File: src/hdl/assert_macros.svh
// Assertion macros used by the decoder top level.
`ifndef ASSERT_MACROS_SVH
`define ASSERT_MACROS_SVH
`ifndef SYNTHESIS
// expression holds at every clock edge out of reset
`define ASSERT_HOLDS(lbl, clk, rst_n, expr) \
    lbl: assert property (@(posedge clk) disable iff (!rst_n) (expr)) \
        else $error("assertion failed");
// antecedent implies consequent in the same cycle
`define ASSERT_IMPLIES(lbl, clk, rst_n, ante, cons) \
    lbl: assert property (@(posedge clk) disable iff (!rst_n) (ante) |-> (cons)) \
        else $error("assertion failed");
`else
`define ASSERT_HOLDS(lbl, clk, rst_n, expr)
`define ASSERT_IMPLIES(lbl, clk, rst_n, ante, cons)
`endif
`endif

File: src/hdl/irpd_pkg.sv
// Types and constants of the pulse-distance IR bit decoder.
package irpd_pkg;

    localparam int FRAME_BYTES = 32;
    localparam int TICK_WIDTH  = 16;

    localparam int FIELD_W     = 16;
    localparam int T_W         = (TICK_WIDTH < FIELD_W) ? TICK_WIDTH : FIELD_W;
    localparam int TOL_W       = 7;
    localparam int TOL_RESET   = 20;

    localparam int PCT_SCALE   = 100;
    localparam int ONE_PARTS   = 4;
    localparam int ZERO_PARTS  = 2;
    localparam int BYTE_BITS   = 8;

    // bound = parts * (100 + tol) with tol < 128
    localparam int BOUND_W     = 10;
    localparam int PROD_W      = T_W + BOUND_W;

    localparam int IN_TDATA_W  = 2 * FIELD_W;
    localparam int IDX_W       = 5;
    localparam int BITS_W      = 4;
    localparam int OUT_FIELD_W = BYTE_BITS + IDX_W + BITS_W;
    localparam int OUT_TDATA_W = ((OUT_FIELD_W + 7) / 8) * 8;
    localparam int OUT_PAD_W   = OUT_TDATA_W - OUT_FIELD_W;

    localparam int BITPOS_W    = $clog2(BYTE_BITS);
    localparam int BYTEPOS_W   = $clog2(FRAME_BYTES) + 1;

    localparam int QUEUE_DEPTH = 2;
    localparam int QUEUE_AW    = $clog2(QUEUE_DEPTH);
    localparam int QUEUE_CW    = $clog2(QUEUE_DEPTH + 1);

    typedef enum logic [1:0] {
        KIND_ZERO    = 2'd0,
        KIND_ONE     = 2'd1,
        KIND_INVALID = 2'd2
    } t_cell_kind;

    typedef struct packed {
        logic       is_start;
        t_cell_kind kind;
    } t_cell_cmd;

    typedef struct packed {
        logic empty;
        logic full;
    } t_q_status;

    typedef struct packed {
        logic [BITS_W-1:0]    bits_valid;
        logic [IDX_W-1:0]     byte_index;
        logic [BYTE_BITS-1:0] byte_value;
    } t_out_item;

endpackage

File: src/hdl/irpd_front.sv
// Front end: takes cells, cross-multiplies against the tolerance window, classifies.
module irpd_front (
    input  logic                                 i_clk,
    input  logic                                 i_rst_n,
    input  logic                                 i_cfg_valid,
    output logic                                 o_cfg_ready,
    input  logic [irpd_pkg::TOL_W-1:0]           i_cfg_data,
    input  logic                                 i_s_tvalid,
    output logic                                 o_s_tready,
    input  logic [irpd_pkg::IN_TDATA_W-1:0]      i_s_tdata,
    input  logic                                 i_s_tuser,
    input  irpd_pkg::t_q_status                  i_q_status,
    output logic                                 o_push,
    output irpd_pkg::t_cell_cmd                  o_push_cmd
);

    logic [irpd_pkg::TOL_W-1:0]   r_tol;

    logic                         r_a_valid;
    logic                         r_start;
    logic                         r_mark_zero;
    logic [irpd_pkg::PROD_W-1:0]  r_p100;
    logic [irpd_pkg::PROD_W-1:0]  r_hi1m;
    logic [irpd_pkg::PROD_W-1:0]  r_lo1m;
    logic                         r_lo1_pass;
    logic [irpd_pkg::PROD_W-1:0]  r_hi0m;
    logic [irpd_pkg::PROD_W-1:0]  r_lo0m;
    logic                         r_lo0_pass;

    logic [irpd_pkg::T_W-1:0]     w_mark;
    logic [irpd_pkg::T_W-1:0]     w_period;
    logic [irpd_pkg::BOUND_W-1:0] w_hi1;
    logic [irpd_pkg::BOUND_W-1:0] w_hi0;
    logic signed [irpd_pkg::BOUND_W:0] w_lo1;
    logic signed [irpd_pkg::BOUND_W:0] w_lo0;
    logic                         w_advance;
    logic                         w_load;
    logic                         w_is_one;
    logic                         w_is_zero;

    assign o_cfg_ready = 1'b1;

    always_ff @(posedge i_clk) begin
        if (!i_rst_n) begin
            r_tol <= irpd_pkg::TOL_W'(irpd_pkg::TOL_RESET);
        end else if (i_cfg_valid) begin
            r_tol <= i_cfg_data;
        end
    end

    assign w_mark   = i_s_tdata[irpd_pkg::T_W-1:0];
    assign w_period = i_s_tdata[irpd_pkg::FIELD_W +: irpd_pkg::T_W];

    // window bounds; the lower one is lo+1 and may go to zero or below
    assign w_hi1 = irpd_pkg::BOUND_W'(irpd_pkg::ONE_PARTS * (irpd_pkg::PCT_SCALE + int'(r_tol)));
    assign w_hi0 = irpd_pkg::BOUND_W'(irpd_pkg::ZERO_PARTS * (irpd_pkg::PCT_SCALE + int'(r_tol)));
    assign w_lo1 = (irpd_pkg::BOUND_W + 1)'(
        irpd_pkg::ONE_PARTS * (irpd_pkg::PCT_SCALE - int'(r_tol)) + 1);
    assign w_lo0 = (irpd_pkg::BOUND_W + 1)'(
        irpd_pkg::ZERO_PARTS * (irpd_pkg::PCT_SCALE - int'(r_tol)) + 1);

    assign w_advance  = !r_a_valid || !i_q_status.full;
    assign o_s_tready = w_advance;
    assign w_load     = i_s_tvalid && w_advance;

    always_ff @(posedge i_clk) begin
        if (!i_rst_n) begin
            r_a_valid <= 1'b0;
        end else if (w_advance) begin
            r_a_valid <= i_s_tvalid;
        end
    end

    always_ff @(posedge i_clk) begin
        if (w_load) begin
            r_start     <= i_s_tuser;
            r_mark_zero <= (w_mark == '0);
            r_p100      <= irpd_pkg::PROD_W'(w_period) * irpd_pkg::PROD_W'(irpd_pkg::PCT_SCALE);
            r_hi1m      <= irpd_pkg::PROD_W'(w_hi1) * irpd_pkg::PROD_W'(w_mark);
            r_hi0m      <= irpd_pkg::PROD_W'(w_hi0) * irpd_pkg::PROD_W'(w_mark);
            r_lo1m      <= irpd_pkg::PROD_W'(w_lo1[irpd_pkg::BOUND_W-1:0])
                           * irpd_pkg::PROD_W'(w_mark);
            r_lo0m      <= irpd_pkg::PROD_W'(w_lo0[irpd_pkg::BOUND_W-1:0])
                           * irpd_pkg::PROD_W'(w_mark);
            // a non-positive lower bound always passes
            r_lo1_pass  <= (w_lo1 <= 0);
            r_lo0_pass  <= (w_lo0 <= 0);
        end
    end

    assign w_is_one  = !r_mark_zero && (r_p100 < r_hi1m) && (r_lo1_pass || r_p100 >= r_lo1m);
    assign w_is_zero = !r_mark_zero && (r_p100 < r_hi0m) && (r_lo0_pass || r_p100 >= r_lo0m);

    always_comb begin
        o_push              = r_a_valid && !i_q_status.full;
        o_push_cmd.is_start = r_start;
        if (w_is_one) begin
            o_push_cmd.kind = irpd_pkg::KIND_ONE;
        end else if (w_is_zero) begin
            o_push_cmd.kind = irpd_pkg::KIND_ZERO;
        end else begin
            o_push_cmd.kind = irpd_pkg::KIND_INVALID;
        end
    end

endmodule

File: src/hdl/irpd_queue.sv
// Short FIFO of classified cells between front and back.
module irpd_queue (
    input  logic                  i_clk,
    input  logic                  i_rst_n,
    input  logic                  i_push,
    input  irpd_pkg::t_cell_cmd   i_push_cmd,
    input  logic                  i_pop,
    output irpd_pkg::t_cell_cmd   o_head_cmd,
    output irpd_pkg::t_q_status   o_status
);

    irpd_pkg::t_cell_cmd           r_entries [irpd_pkg::QUEUE_DEPTH];
    logic [irpd_pkg::QUEUE_AW-1:0] r_wr_ptr;
    logic [irpd_pkg::QUEUE_AW-1:0] r_rd_ptr;
    logic [irpd_pkg::QUEUE_CW-1:0] r_count;

    logic w_push;
    logic w_pop;

    assign o_status.empty = (r_count == '0);
    assign o_status.full  = (r_count == irpd_pkg::QUEUE_CW'(irpd_pkg::QUEUE_DEPTH));
    assign w_push = i_push && !o_status.full;
    assign w_pop  = i_pop && !o_status.empty;
    assign o_head_cmd = r_entries[r_rd_ptr];

    always_ff @(posedge i_clk) begin
        if (w_push) begin
            r_entries[r_wr_ptr] <= i_push_cmd;
        end
    end

    always_ff @(posedge i_clk) begin
        if (!i_rst_n) begin
            r_wr_ptr <= '0;
            r_rd_ptr <= '0;
            r_count  <= '0;
        end else begin
            if (w_push) begin
                r_wr_ptr <= r_wr_ptr + 1'b1;
            end
            if (w_pop) begin
                r_rd_ptr <= r_rd_ptr + 1'b1;
            end
            if (w_push && !w_pop) begin
                r_count <= r_count + 1'b1;
            end else if (w_pop && !w_push) begin
                r_count <= r_count - 1'b1;
            end
        end
    end

endmodule

File: src/hdl/irpd_back.sv
// Back end: frame tracking, LSB-first byte packing and the output register.
module irpd_back (
    input  logic                  i_clk,
    input  logic                  i_rst_n,
    input  irpd_pkg::t_q_status   i_q_status,
    input  irpd_pkg::t_cell_cmd   i_head_cmd,
    output logic                  o_pop,
    output logic                  o_valid,
    input  logic                  i_ready,
    output irpd_pkg::t_out_item   o_item,
    output logic                  o_last
);

    logic                              r_skip_leader;
    logic                              r_stopped;
    logic [irpd_pkg::BITPOS_W-1:0]     r_bit_pos;
    logic [irpd_pkg::BYTEPOS_W-1:0]    r_byte_pos;
    logic [irpd_pkg::BYTE_BITS-1:0]    r_partial;
    logic                              r_out_valid;
    irpd_pkg::t_out_item               r_out_item;
    logic                              r_out_last;

    logic                              n_skip_leader;
    logic                              n_stopped;
    logic [irpd_pkg::BITPOS_W-1:0]     n_bit_pos;
    logic [irpd_pkg::BYTEPOS_W-1:0]    n_byte_pos;
    logic [irpd_pkg::BYTE_BITS-1:0]    n_partial;
    logic                              n_emit;
    irpd_pkg::t_out_item               n_out_item;
    logic                              n_out_last;

    logic [irpd_pkg::BYTE_BITS-1:0]    w_with_bit;
    logic                              w_limit;

    assign o_pop   = !i_q_status.empty && (!r_out_valid || i_ready);
    assign o_valid = r_out_valid;
    assign o_item  = r_out_item;
    assign o_last  = r_out_last;

    assign w_limit = (r_byte_pos + 1'b1) >= irpd_pkg::BYTEPOS_W'(irpd_pkg::FRAME_BYTES);

    always_comb begin
        w_with_bit             = r_partial;
        w_with_bit[r_bit_pos]  = (i_head_cmd.kind == irpd_pkg::KIND_ONE);

        n_skip_leader          = r_skip_leader;
        n_stopped              = r_stopped;
        n_bit_pos              = r_bit_pos;
        n_byte_pos             = r_byte_pos;
        n_partial              = r_partial;
        n_emit                 = 1'b0;
        n_out_last             = 1'b0;
        n_out_item.byte_value  = r_partial;
        n_out_item.byte_index  = r_byte_pos[irpd_pkg::IDX_W-1:0];
        n_out_item.bits_valid  = irpd_pkg::BITS_W'(r_bit_pos);

        if (i_head_cmd.is_start) begin
            n_skip_leader = 1'b1;
            n_stopped     = 1'b0;
            n_bit_pos     = '0;
            n_byte_pos    = '0;
            n_partial     = '0;
        end else if (r_stopped) begin
            n_stopped = 1'b1;
        end else if (r_skip_leader) begin
            n_skip_leader = 1'b0;
        end else if (i_head_cmd.kind == irpd_pkg::KIND_INVALID) begin
            // partial byte goes out as the frame's final item
            n_emit     = 1'b1;
            n_out_last = 1'b1;
            n_stopped  = 1'b1;
        end else if (r_bit_pos == irpd_pkg::BITPOS_W'(irpd_pkg::BYTE_BITS - 1)) begin
            n_emit                = 1'b1;
            n_out_last            = w_limit;
            n_out_item.byte_value = w_with_bit;
            n_out_item.bits_valid = irpd_pkg::BITS_W'(irpd_pkg::BYTE_BITS);
            n_bit_pos             = '0;
            n_partial             = '0;
            n_byte_pos            = r_byte_pos + 1'b1;
            n_stopped             = w_limit;
        end else begin
            n_bit_pos = r_bit_pos + 1'b1;
            n_partial = w_with_bit;
        end
    end

    always_ff @(posedge i_clk) begin
        if (!i_rst_n) begin
            r_skip_leader <= 1'b0;
            r_stopped     <= 1'b1;
            r_bit_pos     <= '0;
            r_byte_pos    <= '0;
            r_partial     <= '0;
            r_out_valid   <= 1'b0;
        end else begin
            if (o_pop) begin
                r_skip_leader <= n_skip_leader;
                r_stopped     <= n_stopped;
                r_bit_pos     <= n_bit_pos;
                r_byte_pos    <= n_byte_pos;
                r_partial     <= n_partial;
                r_out_valid   <= n_emit;
            end else if (i_ready) begin
                r_out_valid   <= 1'b0;
            end
        end
    end

    always_ff @(posedge i_clk) begin
        if (o_pop && n_emit) begin
            r_out_item <= n_out_item;
            r_out_last <= n_out_last;
        end
    end

endmodule

File: src/hdl/ir_pulse_distance_bit_decoder_unit.sv
// Pulse-distance IR bit decoder. Takes one measured cell (mark and period, in
// ticks) per clock unless the output stalls, and classifies it as a one
// (period/mark near 4), a zero (near 2) or invalid, using cross-multiplied
// compares against a window set by the tolerance register. Bits pack LSB
// first; each full byte goes out with its index, an invalid cell flushes the
// partial byte with tlast, and tlast also marks the byte at the frame limit.
// A frame-start item (tuser = 1) resets the frame and the next cell is taken
// as the leader and dropped. A cell passes the multiplier register, one slot
// in the two-entry cell queue, and the output register. Write the tolerance
// only while the block is idle.
module ir_pulse_distance_bit_decoder_unit (
    input  logic                                 i_clk,
    input  logic                                 i_rst_n,
    input  logic                                 i_cfg_valid,
    output logic                                 o_cfg_ready,
    input  logic [irpd_pkg::TOL_W-1:0]           i_cfg_data,    // tolerance_percent
    input  logic                                 i_s_tvalid,
    output logic                                 o_s_tready,
    input  logic [irpd_pkg::IN_TDATA_W-1:0]      i_s_tdata,     // mark_ticks, period_ticks
    input  logic                                 i_s_tuser,     // req_type
    output logic                                 o_m_tvalid,
    input  logic                                 i_m_tready,
    output logic [irpd_pkg::OUT_TDATA_W-1:0]     o_m_tdata,     // byte_value, byte_index,
                                                                // bits_valid, zero pad
    output logic                                 o_m_tlast
);

`include "assert_macros.svh"

    logic                 w_push;
    irpd_pkg::t_cell_cmd  w_push_cmd;
    logic                 w_pop;
    irpd_pkg::t_cell_cmd  w_head_cmd;
    irpd_pkg::t_q_status  w_q_status;
    irpd_pkg::t_out_item  w_out;
    logic                 w_full_byte;
    logic                 w_at_limit;
    logic                 w_bits_ok;

    irpd_front u_front (
        .i_clk      (i_clk),
        .i_rst_n    (i_rst_n),
        .i_cfg_valid(i_cfg_valid),
        .o_cfg_ready(o_cfg_ready),
        .i_cfg_data (i_cfg_data),
        .i_s_tvalid (i_s_tvalid),
        .o_s_tready (o_s_tready),
        .i_s_tdata  (i_s_tdata),
        .i_s_tuser  (i_s_tuser),
        .i_q_status (w_q_status),
        .o_push     (w_push),
        .o_push_cmd (w_push_cmd)
    );

    irpd_queue u_queue (
        .i_clk     (i_clk),
        .i_rst_n   (i_rst_n),
        .i_push    (w_push),
        .i_push_cmd(w_push_cmd),
        .i_pop     (w_pop),
        .o_head_cmd(w_head_cmd),
        .o_status  (w_q_status)
    );

    irpd_back u_back (
        .i_clk     (i_clk),
        .i_rst_n   (i_rst_n),
        .i_q_status(w_q_status),
        .i_head_cmd(w_head_cmd),
        .o_pop     (w_pop),
        .o_valid   (o_m_tvalid),
        .i_ready   (i_m_tready),
        .o_item    (w_out),
        .o_last    (o_m_tlast)
    );

    assign o_m_tdata = {{irpd_pkg::OUT_PAD_W{1'b0}}, w_out};

    assign w_full_byte = (w_out.bits_valid == irpd_pkg::BITS_W'(irpd_pkg::BYTE_BITS));
    assign w_at_limit  = (w_out.byte_index == irpd_pkg::IDX_W'(irpd_pkg::FRAME_BYTES - 1));
    assign w_bits_ok   = (w_out.bits_valid <= irpd_pkg::BITS_W'(irpd_pkg::BYTE_BITS));

    `ASSERT_IMPLIES(a_push_has_room, i_clk, i_rst_n, w_push, !w_q_status.full)
    `ASSERT_IMPLIES(a_pop_has_item, i_clk, i_rst_n, w_pop, !w_q_status.empty)
    `ASSERT_IMPLIES(a_mid_frame_full, i_clk, i_rst_n, o_m_tvalid && !o_m_tlast, w_full_byte)
    `ASSERT_IMPLIES(a_limit_index, i_clk, i_rst_n, o_m_tvalid && o_m_tlast && w_full_byte, w_at_limit)
    `ASSERT_HOLDS(a_bits_range, i_clk, i_rst_n, !o_m_tvalid || w_bits_ok)

endmodule
File: config.mk
export PLATFORM = sky130hd
export DESIGN_NAME = ir_pulse_distance_bit_decoder_unit
export DESIGN_NICKNAME = d
export VERILOG_FILES = /design/src/hdl/irpd_pkg.sv /design/src/hdl/irpd_front.sv /design/src/hdl/irpd_queue.sv /design/src/hdl/irpd_back.sv /design/src/hdl/ir_pulse_distance_bit_decoder_unit.sv
export VERILOG_INCLUDE_DIRS = /design/src /design/src/hdl
export SDC_FILE = /design/constraint.sdc
export NUM_CORES = 1
export LEC_CHECK = 0
export ABC_CLOCK_PERIOD_IN_PS = 11700
export BUFFER_PORTS_ARGS = -buffer_cell sky130_fd_sc_hd__buf_4
export CAP_MARGIN = 20
export CORE_ASPECT_RATIO = 1.75
export CORE_MARGIN = 3
export CORE_UTILIZATION = 45
export CTS_BUF_LIST = sky130_fd_sc_hd__clkbuf_8 sky130_fd_sc_hd__clkbuf_16
export DETAILED_ROUTE_END_ITERATION = 12
export SETUP_SLACK_MARGIN = 0.02
export SLEW_MARGIN = 20
export SYNTH_ARGS = -nofsm -noshare
export SYNTH_HDL_FRONTEND = slang
export SYNTH_SLANG_ARGS = --single-unit
File: constraint.sdc
create_clock -name i_clk -period 11.7 [get_ports i_clk]
set_clock_uncertainty 0.1 [all_clocks]
set_input_delay 1.17 -clock i_clk [delete_from_list [all_inputs] [get_ports i_clk]]
set_output_delay 1.17 -clock i_clk [all_outputs]
set_load 0.01 [all_outputs]
Word-level counts from Yosys, hierarchy flattened
Memory sizes are Yosys's and may differ from the RTL's. A register that Yosys moved wholly into a read port is not among the register bits.
Index checks and enable logic that the tools add are counted.
W data, S select, Z words.
{ "totals": {"reg_bits": 176, "latch_bits": 0, "mem_bits_rw": 6, "mem_bits_ro": 0, "inputBits": 45, "output_inout_bits": 28, "wordCells": 141, "memories": 1} }
{ "memory_table": {"columns": ["name", "depth", "width", "read_ports", "rd_ports_with_merged_regs", "wr", "line", "text"], "rows": [
  ["u_queue.r_entries", 2, 3, 1, 1, 1, "irpd_queue.sv:12", "irpd_pkg::t_cell_cmd r_entries [irpd_pkg::QUEUE_DEPTH];"]
]} }
{ "op_classes": {"addsub": 10, "mul": 5, "div_mod_pow": 0, "magnitude_cmp": 9, "n_eq_ne": 7, "shift": 0, "muxes": 50, "bitwise_logic": 0, "n_reduce_logical": 34} }
{ "op_table": {"columns": ["op", "count"], "rows": [
  ["$mux W8", 10],
  ["$ge A23 B26 Y1", 2],
  ["$lt A23 B26 Y1", 2],
  ["$mul A10 B16 Y26", 2],
  ["$mux W6", 5],
  ["$mux W3", 9],
  ["$mul A9 B16 Y25", 1],
  ["$mul A8 B16 Y24", 1],
  ["$le A11 B1 Y1 const B", 2],
  ["$mul A16 B5 Y21 const B", 1],
  ["$mux W1", 19],
  ["$logic_not A16 Y1", 1],
  ["$logic_and A1 B1 Y1", 13],
  ["$add A10 B2 Y11 const B", 1],
  ["$add A9 B2 Y10 const B", 1],
  ["$add A7 B7 Y8 const A", 1],
  ["$bwmux W8", 1],
  ["$mux W2", 4],
  ["$sub A7 B7 Y8 const A", 1],
  ["$logic_not A1 Y1", 7],
  ["$add A6 B1 Y6 const B", 1],
  ["$ge A6 B6 Y1 const B", 1],
  ["$ne A2 B1 Y1 const B", 3],
  ["$reduce_bool A2 Y1", 3],
  ["other kinds (18)", 23]
]} }

Logic depth before layout (Yosys ltp)
Gate-level depths: netlist of the first run.
{ "depth": {"depth_word": 10, "depth_mapped": 29, "mapped_depth_nobuf": 26} }

Modules after synthesis
Synthesis of the first run repeated with hierarchy kept, for this count alone.
{ "hier_totals": {"cells_unflattened": 2356, "area_unflattened_um2": 22616.7} }
{ "modules_own_cells": {"columns": ["mod", "instances", "cells_each", "area_per_inst_um2", "seq_area_each_um2"], "rows": [
  ["irpd_front", 1, 2130, 20233.2, 3133.0],
  ["irpd_back", 1, 184, 1879.3, 940.9],
  ["irpd_queue", 1, 34, 447.9, 280.3],
  ["ir_pulse_distance_bit_decoder_unit", 1, 8, 56.3, 0.0]
]} }

Least setup slack after synthesis of the first run
OpenSTA, ideal clock, no wires.
{ "synth_timing": {"kind": "register -> register", "from": "register u_front.r_tol[0] in the netlist's numbering", "to": "register u_front.r_lo0m[24] in the netlist's numbering (data pin)", "setup_time_ps": 271, "arrival_time_ps": 6722, "required_time_ps": 11329, "slack_ps": 4607, "stages_incl_launch_ff": 28, "path_buffers": 3, "synth_period_minus_slack_ps": 7093, "cell_sequence": "dfxtp_1 -> clkbuf_1 -> clkbuf_1 -> inv_1 -> ha_1 -> a21oi_1 -> o21ai_0 -> xor2_1 -> clkbuf_1 -> nand2_1 -> fa_1 -> inv_1 -> fa_1 -> fa_1 -> fa_1 -> inv_1 -> fa_1 -> inv_1 -> ha_1 -> a21oi_1 -> o21bai_1 -> a21o_1 -> a21o_1 -> a221o_1 -> a21oi_1 -> o21ai_1 -> mux2i_1 -> o2111ai_1"} }
{ "synth_between": {"elab_chain_cells": 3} }
{ "synth_lines": {"columns": ["element", "line", "text"], "rows": [
  ["from (decl)", "irpd_front.sv:17", "logic [irpd_pkg::TOL_W-1:0] r_tol;"],
  ["from (signal assigned)", "irpd_front.sv:45", "r_tol <= irpd_pkg::TOL_W'(irpd_pkg::TOL_RESET);"],
  ["from (signal assigned)", "irpd_front.sv:47", "r_tol <= i_cfg_data;"],
  ["$sub A7 B7 Y8", "irpd_front.sv:60", "irpd_pkg::ZERO_PARTS * (irpd_pkg::PCT_SCALE - int'(r_tol)) + 1);"],
  ["$add A9 B2 Y10", "irpd_front.sv:60", null],
  ["$mul A10 B16 Y26", "irpd_front.sv:84", "* irpd_pkg::PROD_W'(w_mark);"],
  ["to (signal assigned)", "irpd_front.sv:83", "r_lo0m <= irpd_pkg::PROD_W'(w_lo0[irpd_pkg::BOUND_W-1:0])"],
  ["to (decl)", "irpd_front.sv:27", "logic [irpd_pkg::PROD_W-1:0] r_lo0m;"]
]} }
Every way passes these cells.
A chain may end at the register's enable or synchronous reset.

Worst setup path after layout of the first run
{ "layout_timing": {"from": "register u_front.r_tol[2] in the netlist's numbering", "to": "register u_front.r_lo1m[24] in the netlist's numbering (data pin)"} }
{ "layout_between": {"elab_chain_cells": 3} }
{ "layout_lines": {"columns": ["element", "line", "text"], "rows": [
  ["$sub A7 B7 Y8", "irpd_front.sv:58", "irpd_pkg::ONE_PARTS * (irpd_pkg::PCT_SCALE - int'(r_tol)) + 1);"],
  ["$add A10 B2 Y11", "irpd_front.sv:58", null],
  ["$mul A10 B16 Y26", "irpd_front.sv:82", "* irpd_pkg::PROD_W'(w_mark);"],
  ["to (signal assigned)", "irpd_front.sv:81", "r_lo1m <= irpd_pkg::PROD_W'(w_lo1[irpd_pkg::BOUND_W-1:0])"],
  ["to (decl)", "irpd_front.sv:24", "logic [irpd_pkg::PROD_W-1:0] r_lo1m;"]
]} }
Every way passes these cells.

==> results.yml, run 1 <==
clock_network:
  ctsResizeCount: 0
  clk_pin_slew_ps: 70
  clock-sinks: 157
  clock_latency_ps: 440
  root_buffer: "clkbuf_16"
  cts_buffer_depth: 2
  cts_tree: "built"
  cts_setup_buffers: 0
  h-tree-depth: 4
  numCtsBuffers: 17
  cts_hold_buf: 0
logic_synthesis:
  ys_warn_count: 0
  synthCells: 2267
  async_reset_ff_share_pct: 0
  synth_top_area_share_pct: 26.7
  ys_seq_elements: 157
  yosysSeqAreaShare_pct: 19.8
  yosysUniqueCellTypes: 70
  syn_area_per_cell_um2: 9.76
  synth_area_leaders: "fa_1 (27%), ha_1 (19%), edfxtp_1 (17%)"
  synth_edf_count: 124
  synth_top_area_cell: "fa_1"
  ys.flop_type: "edfxtp_1"
  syn_area_mm2: 0.0221
setup_path:
  r2r_start: "u_front.r_tol[2]"
  worstPathMaxFanout: 19
  cp.arrival_ps: 7910
  cp_num_cells: 22
  path_cells: "inv_1 > ha_1 > a21oi_1 > xor2_2 > nand2_1 > fa_1 > fa_1 > inv_1 > fa_1 > inv_1 > fa_1 > fa_1 > inv_1 > ha_1 > a211oi_2 > o21bai_1 > a2111oi_4 > o311ai_1 > a21oi_1 > o21ai_0 > a21oi_1 > xnor2_1"
  critPathLaunchType: "flip-flop"
  slowest_delay_ps: 820
  crit_path_end_kind: "flip-flop"
  cp_num_buf_inv: 4
  cp_top_family: "adder cells"
  cp_common_cell: "fa_1"
  crit_end: "u_front.r_lo1m[24]"
  reg2reg_to: "u_front.r_lo1m[24]"
  worst-r2r-setup-slack_ps: 3870
  reg2reg_depth: 22
  setup.worst_path.class: "flip-flop to flip-flop"
  cp_slowest_cell: "dfxtp_1"
  startpoint: "u_front.r_tol[2]"
  required_ps: 11780
placement:
  dp.cells: 2935
  gp_congestion: 0.981
  place_area_mm2: 0.0233
  io_buffer_count: 64
  post-dp-hpwl_um: 47300
die:
  fp.dieW_um: 174
  dieHeight_um: 299
  dieArea_mm2: 0.0520
  core_area_mm2: 0.0481
  initial_core_util_pct: 46.0
  num_io_pins: 73
  fp-row-count: 106
detailed_routing:
  drt_pass1_iterations: 5
  vias_per_cell: 5.28
  wl_met3_um: 1790
  wl_per_cell_um: 19.2
  ant_nets: 0
  drt_wl_total_um: 56800
  drc: 0
  met2_length_um: 32200
  drtIter0Drc: 607
  wl_met1_um: 18800
  routed.top_layer: "met4"
  vias: 15700
sta:
  whs_ps: 386
  setup_violations: 0
  slew_violations: 0
  worst_pin_slew_ps: 1080
  rsz0062_at_grt: "false"
  period_needed_ps: 7830
  max_slew_margin_pct: 28.0
  final.setup.tns_ps: 0
  fmax_ghz: 0.128
  hold_viol: 0
  period_share_pct: 66.9
global_route:
  grt_pass1_wl_um: 91500
  grt-ovfl-total: 0
  antenna_found_initial: 0
  grt_max_degree: 69
  grt_pass1_vias: 17700
  grt_use_total_pct: 22.7
power_and_ir_drop:
  p_int_uw: 3230
  power_frac_comb_pct: 74.2
  cellLeakagePower_uw: 0.0124
  powerDensity_mw_per_mm2: 265
  clkPwrFrac_pct: 8.8
  p_sw_uw: 3100
  pwr-share-seq_pct: 17.0
  total_power_uw: 6330
  vdd_drop_max_mv: 0.137
  swShare_pct: 48.9
cells_and_area:
  antennaDiodeCount: 0
  syn_to_final_growth_pct: 7.97
  final_cell_area_mm2: 0.0239
  final_nets: 2975
  instances_no_fill: 2967
  fillers: 4492
  layout-drive-gt1-share_pct: 5.95
run_status:
  status: "completed"
min_path:
  hold_start: "u_back.r_byte_pos[1]"
  hold_class: "flip-flop to flip-flop"
job:
  max_cap_viol_count: 0
==> metal layers <==
layer	vias up	track usage, %
met1	7763	21.6
met3	181	2.32
met4	0	13.7
li1	7346	-
met2	384	45.7
met5	-	0
==> cells in the final DEF (no fill, tap or decap), drive strengths merged, types with 15 or more instances in the layout <==
cell	Yosys	final
dfxtp	33	33
buf	10	71
nor3	21	21
inv	511	517
xor2	36	36
clkbuf	47	19
ha	329	329
and2	106	106
a21o	48	48
edfxtp	124	124
o21a	15	15
fa	295	295
o21ai	55	55
nor2b	41	41
nand2	169	169
nor2	74	74
xnor2	61	61
a21oi	84	84
==> Yosys cell counts (all sizes together), types with 47 or more instances <==
cell	number
ha	329
edfxtp	124
clkbuf	47
o21ai	55
and2	106
xnor2	61
a21o	48
a21oi	84
nor2	74
fa	295
nand2	169
inv	511
==> power by group through the flow <==
stage | Combinational (uW) | Sequential, uW | Clock [uW]
finish | 4690 | 1070 | 558
global route | 5310 | 1090 | 589
CTS | 4730 | 1070 | 569
detailed placement | 4690 | 1080 | 0
global placement | 4600 | 1080 | 0
floorplan | 3490 | 1040 | 0
==> kinds of logic after synthesis <==
group | count (synthesis) | synth area share [%]
and+or+nand+nor | 510 | 11.6
buffers and inverters | 568 | 9.78
AOI/OAI and AO/OA | 290 | 8.69
adders and majority gates | 624 | 45.3
muxes | 19 | 0.910
other | 2 | 0.0339
DFF | 157 | 19.8
xor gates and xnor gates | 97 | 3.84
==> area by class of cell <==
cell class	count	area (um2)	share of cell area, %
Multi-Input combinational cell	1548	15700	65.5
Sequential cell	157	4380	18.4
Inverter	511	1920	8.03
Tap cell	648	811	3.39
Timing Repair Buffer	71	533	2.23
Clock buffer	19	464	1.94
Clock inverter	13	125	0.524
==> stage by stage <==
step,setup slack [ps],util [%]
after floorplan,4610,-
final,3870,49.6
after CTS,3880,49.6
after global routing,3450,49.6
after global placement,3650,48.4
after detailed placement,3910,48.4
==> worst min path at each step <==
stage | slack [ps] | cells after the start | to
floorplan | 320 | 0 | u_queue.r_entries[0][2]
global placement | 360 | 0 | u_back.o_item[12]
CTS | 390 | 0 | u_back.o_item[12]
detailed placement | 370 | 0 | u_back.o_item[12]
global route | 400 | 0 | u_back.o_item[12]
finish | 390 | 0 | u_back.o_item[9]
==> state kept, by name, summed over array words and instances (netlist names), 2 cells and up, named ones only <==
register and count:
u_back.o_item 17, u_front.r_lo0m 26, u_front.r_hi1m 23, u_front.r_hi0m 2, u_queue.r_entries 6, u_front.r_tol 7
u_back.r_partial 8, u_front.r_lo1m 25, u_queue.r_count 2, u_back.r_bit_pos 3, u_back.r_byte_pos 6, u_front.r_p100 21
==> worst register-to-register path: cells and delay by family, from the launching register on <==
kind            cells  cell delay [ps]
xor+xnor            2              840
buf+inv             4              380
flops               1              820
fa+ha+maj           7             3140
simple gates        1              230
compound gates      8             2080
Power figures use the tool's default switching activity.
==> run 2, diff against run 1 <==
Settings changed: ABC_CLOCK_PERIOD_IN_PS 11700 to 6660.
Clock period 11.7 ns to 6.66 ns, I/O delays scaled along.
==> run 2 against run 1 <==
Effect of this change: maximum frequency increased by 22%; sequential share of layout area down 0.42 points; hold slack worse by 90 ps; final area rose by 2.4%; critical path depth is 3 higher; cell count is 1.9% higher; clock-buffer cell count shrank 1; via count is 1.8% higher; highest routed layer unchanged.
==> results.yml, run 2 (synthesis gave the netlist of run 1 again) <==
run_status:
  status: "completed"
setup_path:
  crit_end: "u_front.r_lo1m[21]"
  cp_slowest_cell: "fa_1"
  critPathLaunchType: "flip-flop"
  slowest_delay_ps: 570
  reg2reg_depth: 25
  required_ps: 6750
  cp.arrival_ps: 6530
  cp_num_buf_inv: 6
  cp_top_family: "adder cells"
  worstPathMaxFanout: 5
  cp_common_cell: "fa_1"
  startpoint: "u_front.r_tol[0]"
  setup.worst_path.class: "flip-flop to flip-flop"
  reg2reg_to: "u_front.r_lo1m[21]"
  worst-r2r-setup-slack_ps: 220
  r2r_start: "u_front.r_tol[0]"
  crit_path_end_kind: "flip-flop"
  cp_num_cells: 25
global_route:
  grt_max_degree: 70
  grt-ovfl-total: 0
  grt_pass1_wl_um: 92200
  grt_use_total_pct: 22.9
  antenna_found_initial: 0
  grt_pass1_vias: 18000
power_and_ir_drop:
  cellLeakagePower_uw: 0.0127
  p_int_uw: 6010
  powerDensity_mw_per_mm2: 476
  power_frac_comb_pct: 75.2
  p_sw_uw: 5620
  clkPwrFrac_pct: 8.6
  swShare_pct: 48.3
  vdd_drop_max_mv: 0.295
  total_power_uw: 11600
  pwr-share-seq_pct: 16.1
die:
  dieArea_mm2: 0.0520
  fp.dieW_um: 174
  dieHeight_um: 299
  initial_core_util_pct: 46.0
  core_area_mm2: 0.0481
  fp-row-count: 106
  num_io_pins: 73
cells_and_area:
  fillers: 4529
  final_common_cell: "inv_1"
  final-seq-area_mm2: 0.00439
  largestRegisters: "u_front.r_lo0m x26, u_front.r_lo1m x25, u_front.r_hi1m x23"
  layout-drive-gt1-share_pct: 9.77
  largest_reg_flops: 26
  syn_to_final_growth_pct: 10.6
  instances_no_fill: 3023
  final_cell_mix: "inv_1 (510), ha_1 (324), fa_1 (290)"
  final_nets: 3030
  multi_input_area_mm2: 0.0158
  largest_register: "u_front.r_lo0m"
detailed_routing:
  ant_nets: 0
  drt_pass1_iterations: 5
  vias: 16000
  wl_per_cell_um: 19.1
  drt_wl_total_um: 57700
  drtIter0Drc: 637
  drc: 0
  vias_per_cell: 5.28
sta:
  slew_violations: 0
  worst_pin_slew_ps: 949
  period_share_pct: 96.7
  setup_violations: 0
  period_needed_ps: 6440
  fmax_ghz: 0.155
  hold_viol: 0
  whs_ps: 296
  max_slew_margin_pct: 36.2
clock_network:
  clock_latency_ps: 450
  cts_tree: "built"
  h-tree-depth: 4
  numCtsBuffers: 17
  root_buffer: "clkbuf_16"
  cts_buffer_depth: 2
  clock-sinks: 157
  clk_pin_slew_ps: 70
placement:
  dp.cells: 2984
  gp_congestion: 0.939
  post-dp-hpwl_um: 48300
  io_buffer_count: 64
min_path:
  hold_start: "i_s_tuser"
  hold_class: "input port to flip-flop"
job:
  max_cap_viol_count: 0
==> run 2: repair_timing <==
action,in CTS,in global routing
endpoints found under the setup margin,6,16
gates resized for setup,6,44
buffers inserted,1,4
pin swaps,1,29
gates cloned,0,1
hold buffers,0,0
==> run 2: layer usage <==
| layer | vias to the layer above | part of all wire (%) | global-route usage, % | wire length, um |
|---|---|---|---|---|
| met4 | 0 | 8.2 | 16.2 | 4750 |
| met2 | 376 | 56 | 45.5 | 32200 |
| met3 | 205 | 2.8 | 2.55 | 1620 |
| li1 | 7463 | - | - | - |
| met1 | 7917 | 33 | 21.3 | 19000 |
| met5 | - | 0 | 0 | 0 |
==> run 2: through the flow <==
stage               TNS, ps  setup slack (ps)  util (%)  instance area (um2)
global placement      -64.5             -38.7      49.1                23600
finish                    0               220      50.8                24500
CTS                       0              4.46      50.4                24300
global route          -76.0             -37.8      50.8                24500
detailed placement     -198             -93.2      49.1                23600
floorplan                 0              23.2         -                22200
==> run 2: layout make-up <==
cell class | instances | area share [%]
multi-input combinational | 1548 | 64.6
clock buffer | 18 | 1.79
timing repair buffer | 126 | 3.87
antenna | 1 | 0.0102
sequential | 157 | 17.9
inverter | 511 | 7.84
clock inverter | 14 | 0.634
tap | 648 | 3.31
==> run 2: worst min-delay path by stage <==
stage | depth (start not counted) | slack, ps | endpoint
after floorplan | 0 | 320 | u_queue.r_entries[0][2]
after detailed placement | 0 | 370 | u_back.o_item[12]
final | 1 | 300 | u_front.r_start
after CTS | 1 | 280 | u_front.r_start
after global routing | 1 | 280 | u_front.r_start
after global placement | 0 | 370 | u_back.o_item[12]
==> run 2: power by group through the flow <==
stage / registers (uW) / logic [uW] / clock network (uW)
after global routing: 1910 / 9890 / 1060
final: 1880 / 8750 / 1000
after detailed placement: 1900 / 8540 / 0
after global placement: 1890 / 8410 / 0
after CTS: 1880 / 8630 / 1020
after floorplan: 1830 / 6140 / 0
==> run 3, diff against run 2 <==
Settings changed: CORE_UTILIZATION 45 to 59, PLACE_DENSITY from default to 0.79.
==> run 3 against run 2 <==
Effect of this change: maximum frequency down 0.85%; combinational power up 1%; flip-flop and latch count unchanged; via count up 2.5%; clock power about the same; non-clock buffer count down 4; global-route usage up 6.4 points.
==> results.yml, run 3 (synthesis gave the netlist of run 1 again) <==
run_status:
  status: "completed"
die:
  fp.dieW_um: 152
  dieArea_mm2: 0.0400
  fp-row-count: 93
  num_io_pins: 73
  dieHeight_um: 262
  core_area_mm2: 0.0369
  initial_core_util_pct: 60.0
cells_and_area:
  utilization_pct: 65.8
  largestRegisters: "u_front.r_lo0m x26, u_front.r_lo1m x25, u_front.r_hi1m x23"
  final_cell_area_mm2: 0.0243
  final_nets: 3026
  layout-drive-gt1-share_pct: 9.28
  final_common_cell: "inv_1"
  largest_reg_flops: 26
  fillers: 2812
  largest_register: "u_front.r_lo0m"
  syn_to_final_growth_pct: 9.71
  final_cell_mix: "inv_1 (510), ha_1 (321), fa_1 (295)"
  antennaDiodeCount: 0
setup_path:
  crit_path_end_kind: "flip-flop"
  cp_common_cell: "fa_1"
  worst-r2r-setup-slack_ps: 170
  cp.arrival_ps: 6590
  required_ps: 6760
  reg2reg_depth: 25
  setup.worst_path.class: "flip-flop to flip-flop"
  worstPathMaxFanout: 4
  cp_num_buf_inv: 5
  cp_top_family: "adder cells"
  r2r_start: "u_front.r_tol[2]"
  cp_slowest_cell: "fa_1"
  critPathLaunchType: "flip-flop"
  reg2reg_to: "u_front.r_lo1m[21]"
  slowest_delay_ps: 590
sta:
  final.setup.tns_ps: 0
  hold_viol: 0
  period_share_pct: 97.5
  rsz0062_at_grt: "true"
  period_needed_ps: 6490
  setup_violations: 0
  slew_violations: 0
  setup_ws_ps: 165
  worst_pin_slew_ps: 952
  max_slew_margin_pct: 36.4
  fmax_ghz: 0.154
clock_network:
  clk_pin_slew_ps: 70
  h-tree-depth: 4
  clock_latency_ps: 450
  root_buffer: "clkbuf_16"
  cts_tree: "built"
  numCtsBuffers: 17
  clock-sinks: 157
  cts_buffer_depth: 2
placement:
  post-dp-hpwl_um: 47000
  dp_slack_ps: -75.6
  place_area_mm2: 0.0234
  io_buffer_count: 64
  gp_congestion: 0.962
global_route:
  grt_pass1_vias: 18600
  grt_use_total_pct: 29.3
  grt-ovfl-total: 0
  grt_max_degree: 54
  antenna_found_initial: 0
  grt_pass1_wl_um: 92100
min_path:
  hold_class: "input port to flip-flop"
  worstHoldEndpoint: "u_front.r_start"
  hold_start: "i_s_tuser"
  hold_depth: 1
power_and_ir_drop:
  total_power_uw: 11700
  powerDensity_mw_per_mm2: 483
  cellLeakagePower_uw: 0.0127
  vdd_drop_max_mv: 0.328
detailed_routing:
  vias_per_cell: 5.75
  drtIter0Drc: 839
  ant_nets: 0
  drc: 0
  wl_per_cell_um: 20.0
  drt_wl_total_um: 56800
  drt_pass1_iterations: 5
  vias: 16400
job:
  max_cap_viol_count: 0
## run 3: changes by cell type in the layout (fill, tap and decap cells not counted), sizes merged, moves of 2 or more
| cell | delta |
|---|---|
| bufinv | -2 |
| clkinv | +2 |
| buf | -4 |
| clkinvlp | -3 |
| clkbuf | +2 |
## run 3: how the worst max path moves through the flow
stage | startpoint | endpoint | slack (ps) | depth (start not counted)
after global routing | u_front.r_tol[2] | u_front.r_lo0m[25] | -60 | 27
after floorplan | u_front.r_tol[0] | u_front.r_lo1m[21] | 20 | 27
after CTS | u_front.r_tol[0] | u_front.r_lo1m[25] | 30 | 24
after global placement | u_front.r_tol[2] | u_front.r_lo0m[24] | 50 | 24
after detailed placement | u_front.r_tol[0] | u_front.r_lo1m[25] | -80 | 24
final | u_front.r_tol[2] | u_front.r_lo1m[21] | 170 | 25
## run 3: power breakdown
group	leakage (uW)	switching (uW)	internal, uW	total (uW)
Clock	0.000296	438	541	979
Sequential	0.00150	166	1720	1880
Combinational	0.0109	5050	3810	8860
Total	0.0127	5650	6070	11700
## run 3: what timing repair did
item	in CTS	in global routing
hold buffers	0	0
buffers inserted	1	8
resized for setup	4	51
setup endpoints to repair	6	14
pin swaps	1	26
## run 3: layer usage
| metal | GRT usage [%] | routed length [um] | vias to the layer above |
|---|---|---|---|
| met5 | 0 | 0 | - |
| met4 | 21.0 | 4680 | 0 |
| met3 | 3.79 | 2440 | 264 |
| met2 | 57.0 | 31100 | 579 |
| met1 | 28.1 | 18600 | 8073 |
| li1 | - | - | 7449 |
## run 3: metrics by stage
stage	instances	hold slack (ps)
after global placement	2804	359
final	2845	298
after global routing	2845	291
after floorplan	2273	321
after detailed placement	2804	348
after CTS	2837	280
## run 3: cell type report
| cell class | count | area, um2 | area share [%] |
|---|---|---|---|
| Inverter | 511 | 1920 | 7.90 |
| Multi-Input combinational cell | 1548 | 15800 | 65.2 |
| Timing Repair Buffer | 122 | 956 | 3.94 |
| Tap cell | 475 | 594 | 2.45 |
| Clock buffer | 20 | 489 | 2.02 |
| Sequential cell | 157 | 4390 | 18.1 |
| Clock inverter | 12 | 96.3 | 0.397 |
